File: config.mk
export PLATFORM = sky130hd
export DESIGN_NAME = lru_cache_lookup_insert_core
export DESIGN_NICKNAME = d
export VERILOG_FILES = /design/src/hw/rtl/lruc_pkg.sv /design/src/hw/rtl/lruc_scan.sv /design/src/hw/rtl/lru_cache_lookup_insert_core.sv
export SDC_FILE = /design/constraint.sdc
export NUM_CORES = 2
export LEC_CHECK = 0
export BUFFER_PORTS_ARGS = -buffer_cell sky130_fd_sc_hd__clkbuf_2
export CORE_ASPECT_RATIO = 0.75
export CORE_UTILIZATION = 30
export DETAILED_ROUTE_END_ITERATION = 7
export PLACE_DENSITY_LB_ADDON = 0.05
export SYNTH_ARGS = -nofsm -noshare
export SYNTH_HDL_FRONTEND = slang
export SYNTH_SLANG_ARGS = --single-unit
File: constraint.sdc
create_clock -name clk -period 11.58 [get_ports clk]
set_clock_uncertainty 0.15 [all_clocks]
set_input_delay 1.158 -clock clk [delete_from_list [all_inputs] [get_ports clk]]
set_output_delay 1.158 -clock clk [all_outputs]
set_load 0.02 [all_outputs]
File: src/hw/rtl/lruc_pkg.sv
// ----------------------------------------------------------------------------
// lruc_pkg: shared types and constants for the LRU cache core
// Sizes of the entry store, command codes and the scan result struct.
// ----------------------------------------------------------------------------
`default_nettype none

package lruc_pkg;

  localparam int CAPACITY = 16;
  localparam int KEY_W    = 64;
  localparam int VAL_W    = 32;
  localparam int RANK_W   = (CAPACITY > 1) ? $clog2(CAPACITY) : 1;
  localparam int IDX_W    = RANK_W;

  typedef enum logic {
    CMD_FIND   = 1'b0,
    CMD_INSERT = 1'b1
  } cmd_t;

  typedef struct packed {
    logic             hit;
    logic [IDX_W-1:0] match_idx;
    logic             have_free;
    logic [IDX_W-1:0] free_idx;
    logic [IDX_W-1:0] victim_idx;
  } scan_t;

endpackage

`default_nettype wire

File: src/hw/rtl/lruc_scan.sv
// ----------------------------------------------------------------------------
// lruc_scan: associative key search over all entries
// Finds the matching entry, the lowest free entry and the LRU victim.
// ----------------------------------------------------------------------------
`default_nettype none

module lruc_scan (
  input  logic [lruc_pkg::CAPACITY-1:0] entry_valid,
  input  logic [lruc_pkg::KEY_W-1:0]    entry_key [lruc_pkg::CAPACITY],
  input  logic [lruc_pkg::RANK_W-1:0]   entry_rank [lruc_pkg::CAPACITY],
  input  logic [lruc_pkg::KEY_W-1:0]    key,
  output lruc_pkg::scan_t               scan
);
  import lruc_pkg::*;

  localparam logic [RANK_W-1:0] RANK_MAX = RANK_W'(CAPACITY - 1);

  always_comb begin
    scan = '0;
    for (int i = CAPACITY - 1; i >= 0; i--) begin
      if (entry_valid[i] && (entry_key[i] == key)) begin
        scan.hit       = 1'b1;
        scan.match_idx = IDX_W'(i);
      end
      if (!entry_valid[i]) begin
        scan.have_free = 1'b1;
        scan.free_idx  = IDX_W'(i);
      end
      if (entry_rank[i] == RANK_MAX) begin
        scan.victim_idx = IDX_W'(i);
      end
    end
  end

endmodule

`default_nettype wire

File: src/hw/rtl/lru_cache_lookup_insert_core.sv
// ----------------------------------------------------------------------------
// lru_cache_lookup_insert_core: fully associative key-value cache, LRU
// Find and insert requests against a small cache with recency ranks.
// ----------------------------------------------------------------------------
// Usage:
//   Input channel (in_valid/in_stall) carries cmd, key and value. cmd find
//   looks up key; cmd insert writes value under key: into its own entry on
//   a hit, else the lowest free entry, else the least recently used one.
//   Output channel (out_valid/out_stall) returns one result per request:
//   hit (key present before the request) and value_out (stored value on a
//   find hit, zero otherwise).
//   Results pass through an input register and a result register.
//   Throughput: one request per cycle while the receiver does not stall;
//   all entries are compared and ranks updated between the two registers.
//   Reset (rst, synchronous) clears all valid bits and ranks at once; the
//   cache is empty and ready in the first cycle after reset.
//   When the receiver stalls, the result register holds, one more request
//   waits in the input register, and in_stall rises after that.
// ----------------------------------------------------------------------------
`default_nettype none

module lru_cache_lookup_insert_core (
  input  logic                        clk,
  input  logic                        rst,
  input  logic                        in_valid,
  output logic                        in_stall,
  input  logic                        cmd,
  input  logic [63:0]                 key,
  input  logic [31:0]                 value,
  output logic                        out_valid,
  input  logic                        out_stall,
  output logic                        hit,
  output logic [31:0]                 value_out
);
  import lruc_pkg::*;

  logic                    req_valid;
  cmd_t                    req_cmd;
  logic [KEY_W-1:0]        req_key;
  logic [VAL_W-1:0]        req_value;

  logic [CAPACITY-1:0]     entry_valid;
  logic [KEY_W-1:0]        entry_key  [CAPACITY];
  logic [VAL_W-1:0]        entry_data [CAPACITY];
  logic [RANK_W-1:0]       entry_rank [CAPACITY];
  logic [RANK_W-1:0]       entry_rank_next [CAPACITY];

  scan_t                   scan;
  logic                    advance;
  logic                    upd;
  logic                    write_kv;
  logic [IDX_W-1:0]        tgt_idx;
  logic [RANK_W:0]         r_lim;

  assign advance  = !out_valid || !out_stall;
  assign in_stall = req_valid && !advance;

  lruc_scan u_scan (
    .entry_valid (entry_valid),
    .entry_key   (entry_key),
    .entry_rank  (entry_rank),
    .key         (req_key),
    .scan        (scan)
  );

  always_comb begin
    priority if (scan.hit) begin
      tgt_idx = scan.match_idx;
      r_lim   = {1'b0, entry_rank[scan.match_idx]};
    end else if (scan.have_free) begin
      tgt_idx = scan.free_idx;
      r_lim   = (RANK_W + 1)'(CAPACITY);
    end else begin
      tgt_idx = scan.victim_idx;
      r_lim   = {1'b0, entry_rank[scan.victim_idx]};
    end
    upd      = advance && req_valid && (scan.hit || (req_cmd == CMD_INSERT));
    write_kv = advance && req_valid && (req_cmd == CMD_INSERT);
    for (int i = 0; i < CAPACITY; i++) begin
      entry_rank_next[i] = entry_rank[i];
      if (entry_valid[i] && ({1'b0, entry_rank[i]} < r_lim)) begin
        entry_rank_next[i] = entry_rank[i] + 1'b1;
      end
    end
    entry_rank_next[tgt_idx] = '0;
  end

  // input register
  always_ff @(posedge clk) begin
    if (rst) begin
      req_valid <= 1'b0;
    end else if (!in_stall) begin
      req_valid <= in_valid;
    end
    if (!in_stall) begin
      req_cmd   <= cmd_t'(cmd);
      req_key   <= key[KEY_W-1:0];
      req_value <= value[VAL_W-1:0];
    end
  end

  // entry store
  always_ff @(posedge clk) begin
    if (rst) begin
      entry_valid <= '0;
      for (int i = 0; i < CAPACITY; i++) begin
        entry_rank[i] <= '0;
      end
    end else if (upd) begin
      entry_valid[tgt_idx] <= 1'b1;
      for (int i = 0; i < CAPACITY; i++) begin
        entry_rank[i] <= entry_rank_next[i];
      end
    end
    if (write_kv) begin
      entry_key[tgt_idx]  <= req_key;
      entry_data[tgt_idx] <= req_value;
    end
  end

  // result register
  always_ff @(posedge clk) begin
    if (rst) begin
      out_valid <= 1'b0;
    end else if (advance) begin
      out_valid <= req_valid;
    end
    if (advance && req_valid) begin
      hit <= scan.hit;
      if (scan.hit && (req_cmd == CMD_FIND)) begin
        value_out <= entry_data[scan.match_idx];
      end else begin
        value_out <= '0;
      end
    end
  end

  logic [CAPACITY-1:0] rank_zero_vec;
  logic [CAPACITY-1:0] rank_max_vec;

  always_comb begin
    for (int i = 0; i < CAPACITY; i++) begin
      rank_zero_vec[i] = entry_valid[i] && (entry_rank[i] == '0);
      rank_max_vec[i]  = entry_valid[i] && (entry_rank[i] == RANK_W'(CAPACITY - 1));
    end
  end

  a_stall_has_req: assert property (@(posedge clk) disable iff (rst)
    in_stall |-> req_valid)
    else $error("in_stall without a held request");

  a_req_to_result: assert property (@(posedge clk) disable iff (rst)
    (advance && req_valid) |=> out_valid)
    else $error("processed request produced no result");

  a_miss_zero: assert property (@(posedge clk) disable iff (rst)
    (out_valid && !hit) |-> (value_out == '0))
    else $error("miss result carries nonzero value");

  a_one_mru: assert property (@(posedge clk) disable iff (rst)
    $onehot0(rank_zero_vec))
    else $error("more than one most recent entry");

  a_one_lru_when_full: assert property (@(posedge clk) disable iff (rst)
    (&entry_valid) |-> $onehot(rank_max_vec))
    else $error("full cache without a unique LRU entry");

endmodule

`default_nettype wire
==> out/metrics.yaml <==
synth_compound_area_share_pct: 5.38
layout.nets: 6588
power_frac_comb_pct: 5.8
r2r_start: "req_key[17]$_DFFE_PN_"
power_mw: 14.3
final_util_pct: 35.0
ys_top_cells_by_area: "edfxtp_1, xnor2_1, nand2b_1"
postCtsResizedCells: 0
gr-usage-all-layers_pct: 23.6
dr.first_iter.drc_count: 6157
final-setup-viol-count: 0
synth_cell_types: 87
coreArea_mm2: 0.264
multi_input_area_mm2: 0.0269
synth_nets: 6319
portBuffers: 135
slew_viol_final: 0
cp_top_family: "simple AND/OR/NAND/NOR gates"
synth_top_family_by_area: "simple AND/OR/NAND/NOR gates"
p_switching_mw: 3.36
fillers: 25600
clockBufferDepth: 4
fin_area_mm2: 0.0923
cts-root-buf: "clkbuf_16"
max_stage_delay_ns: 1.01
cts.sinks: 1748
mostFrequentLayoutCells: "edfxtp_1, xnor2_1, nand2_1"
rsz0062_at_grt: "no"
tns_ns: 0
max_freq_ghz: 0.118
ys_async_sr_fraction_pct: 0
switching_share_pct: 23.6
gp_congestion: 0.886
crit_path_max_fanout: 34
worstSetupStartpointType: "flop"
vias_per_cell: 5.33
endpoint_kind: "flop"
synth_flop_cell: "edfxtp_1"
drt_wl_total_um: 323000
hold_viol_final: 0
synthAdderAreaFrac_pct: 1.00
worstPathRequired_ns: 12.14
synthCells: 6154
reg2reg_depth: 24
ant_nets: 0
final_common_cell: "edfxtp_1"
netlist_area_mm2: 0.0798
h-tree-depth: 4
leakagePower_nw: 29.3
cts_tree: "built"
rrSetupSlack_ns: 3.13
route.vias.total: 54100
yosysWarnings: 0
cts_setup_buffers: 0
p_int_mw: 10.9
die_area_mm2: 0.268
drc_errors: 0
cp_cell_sequence: "buf_12, inv_1, o2111ai_1, or4_1, or4b_1, nor3_1, nor3_1, a311o_1, a21oi_1, nor2b_1, a211oi_1, a21oi_1, nor2_1, a21oi_1, a311oi_2, buf_4, ha_1, o21a_1, o21a_1, o22ai_1, and2_1, nand4_1, or4_1, a21oi_1"
synth_seq_cells: 1748
cap_violations: 0
dpl.hpwl_um: 206000
final_layout_size_suffix_gt1_share_pct: 10.7
p_clk_share_pct: 44.9
vdd_drop_max_mv: 0.122
maxSlewHeadroom_pct: 5.14
seqPwrFrac_pct: 49.2
cts.clk_slew.worst_paths_ns: 0.07
syn-mean-instance-area_um2: 13.0
dr.pass1.iters: 6
yosysTopAreaCell: "edfxtp_1"
ios: 136
outcome: "completed"
worst_pin_slew_ns: 1.41
antenna_found_initial: 28
hold_class: "input pin to flop"
worstHoldStart: "key[23]"
synth-xor-area-share_pct: 8.54
dpl_cell_area_mm2: 0.0859
wire_per_inst_um: 31.8
p_per_area_mw_per_mm2: 155
cpMostUsedCell: "a21oi_1"
grt_pass1_wl_um: 441000
synth_enable_flop_cells: 1666
synthMuxAreaShare_pct: 2.36
initial_core_util_pct: 30.3
hold_buffers: 0
path_buf_inv: 3
cts_made_buffers: 202
grt_max_degree: 127
r2r_end: "entry_rank[35]$_SDFFE_PP0P_"
hold_path_depth: 1
die_w_um: 598
grt-ovfl-total: 0
arrival_ns: 9.01
slowest_stage: "nor3_1"
area.sequential_mm2: 0.0517
die_h_um: 449
period_needed_ns: 8.45
path_class: "flop to flop"
synthSimpleGateAreaFrac_pct: 16.1
grt_pass1_vias: 51600
area_growth_syn_to_layout_pct: 15.7
placementRows: 163
clock_latency_ns: 0.90
yosysSeqAreaShare_pct: 64.8
hold_end: "req_key[23]$_DFFE_PN_"
period_share_pct: 72.9
synth_top_area_share_pct: 62.7
[registers in the layout, indices dropped and copies added, names as in the netlist, 16 cells and up]
register     cells
entry_data     512
entry_valid     16
entry_key     1024
entry_rank      64
req_key         64
value_out       32
req_value       32
[layer usage]
layer | GRT usage [%] | routed length, µm
met1 | 38.2 | 166000
met5 | 0 | 41
met3 | 3.23 | 20200
met2 | 32.9 | 131000
met4 | 4.55 | 6160
[cells by family after synthesis]
family	count (synthesis)
fa+ha+maj	64
buf+inv	371
xor+xnor	778
compound gates	645
mux	182
simple gates	2366
flops	1748
[synth_stat cells, types with 9 or more instances]
cell,count
nand3_1,282
mux2_2,47
nor2b_1,56
inv_1,95
a211oi_1,93
and2_1,21
nor3_1,83
nor2_1,198
ha_1,64
a21boi_0,9
and3_1,82
a31oi_1,20
a22o_1,18
edfxtp_1,1666
or2_2,10
or3_1,10
or4_1,40
a2111oi_0,11
a21oi_1,152
o2111ai_1,45
o21ai_0,130
o21a_1,26
clkbuf_1,157
nor4_1,177
nand2_1,519
buf_1,53
nand4b_1,18
nor4b_1,22
and4_1,19
dfxtp_1,82
buf_2,60
o22ai_1,23
o211ai_1,18
mux2i_1,133
a21o_1,23
xor2_1,199
xnor2_1,579
nand2b_1,433
nand4_1,359
[worst reg2reg max path, cell delays in order (launching register included)]
cell,delay (ns)
edfxtp_1,0.41
buf_12,0.24
inv_1,0.75
o2111ai_1,0.29
or4_1,0.58
or4b_1,0.71
nor3_1,1.01
nor3_1,0.14
a311o_1,0.45
a21oi_1,0.68
nor2b_1,0.13
a211oi_1,0.23
a21oi_1,0.08
nor2_1,0.13
a21oi_1,0.07
a311oi_2,0.25
buf_4,0.29
ha_1,0.28
o21a_1,0.19
o21a_1,0.16
o22ai_1,0.16
and2_1,0.19
nand4_1,0.13
or4_1,0.43
a21oi_1,0.17
[metrics by stage]
step	instances	setup WS, ns	hold slack, ns
after floorplan	6154	-0.283	0.303
after global placement	9766	3.09	0.379
after detailed placement	9766	3.20	0.381
after CTS	10100	3.22	0.202
after global routing	10100	2.78	0.236
final	10100	3.13	0.283
[layout make-up]
class	count	share of cell area [%]
clock buffers	257	5.84
inverters	98	0.399
multi-input cells	4035	29.1
repair buffers	338	2.72
clock inverters	98	1.05
flip-flops and latches	1748	56.0
diodes	18	0.0488
well taps	3547	4.81
[worst max-delay path by stage]
| stage | end | slack [ns] | cells past startpoint | startpoint |
|---|---|---|---|---|
| 2_1_floorplan | entry_data[9][0]$_DFFE_PP_ | -0.28 | 3 | out_stall |
| 3_3_place_gp | entry_rank[54]$_SDFFE_PP0P_ | 3.09 | 23 | req_key[41]$_DFFE_PN_ |
| 3_5_place_dp | entry_rank[54]$_SDFFE_PP0P_ | 3.20 | 19 | req_key[41]$_DFFE_PN_ |
| 4_1_cts | entry_rank[54]$_SDFFE_PP0P_ | 3.22 | 19 | req_key[41]$_DFFE_PN_ |
| 5_1_grt | entry_rank[8]$_SDFFE_PP0P_ | 2.78 | 23 | req_key[52]$_DFFE_PN_ |
| 6_report | entry_rank[35]$_SDFFE_PP0P_ | 3.13 | 24 | req_key[17]$_DFFE_PN_ |
[power groups by stage]
stage	combinational (mW)	clock, mW	sequential [mW]
finish	0.832	6.41	7.03
global route	0.871	6.79	7.03
CTS	0.833	6.58	7.03
detailed placement	0.830	0	7.16
global placement	0.838	0	7.16
floorplan	0.366	0	7.17
(Power assumes the default switching activity.)
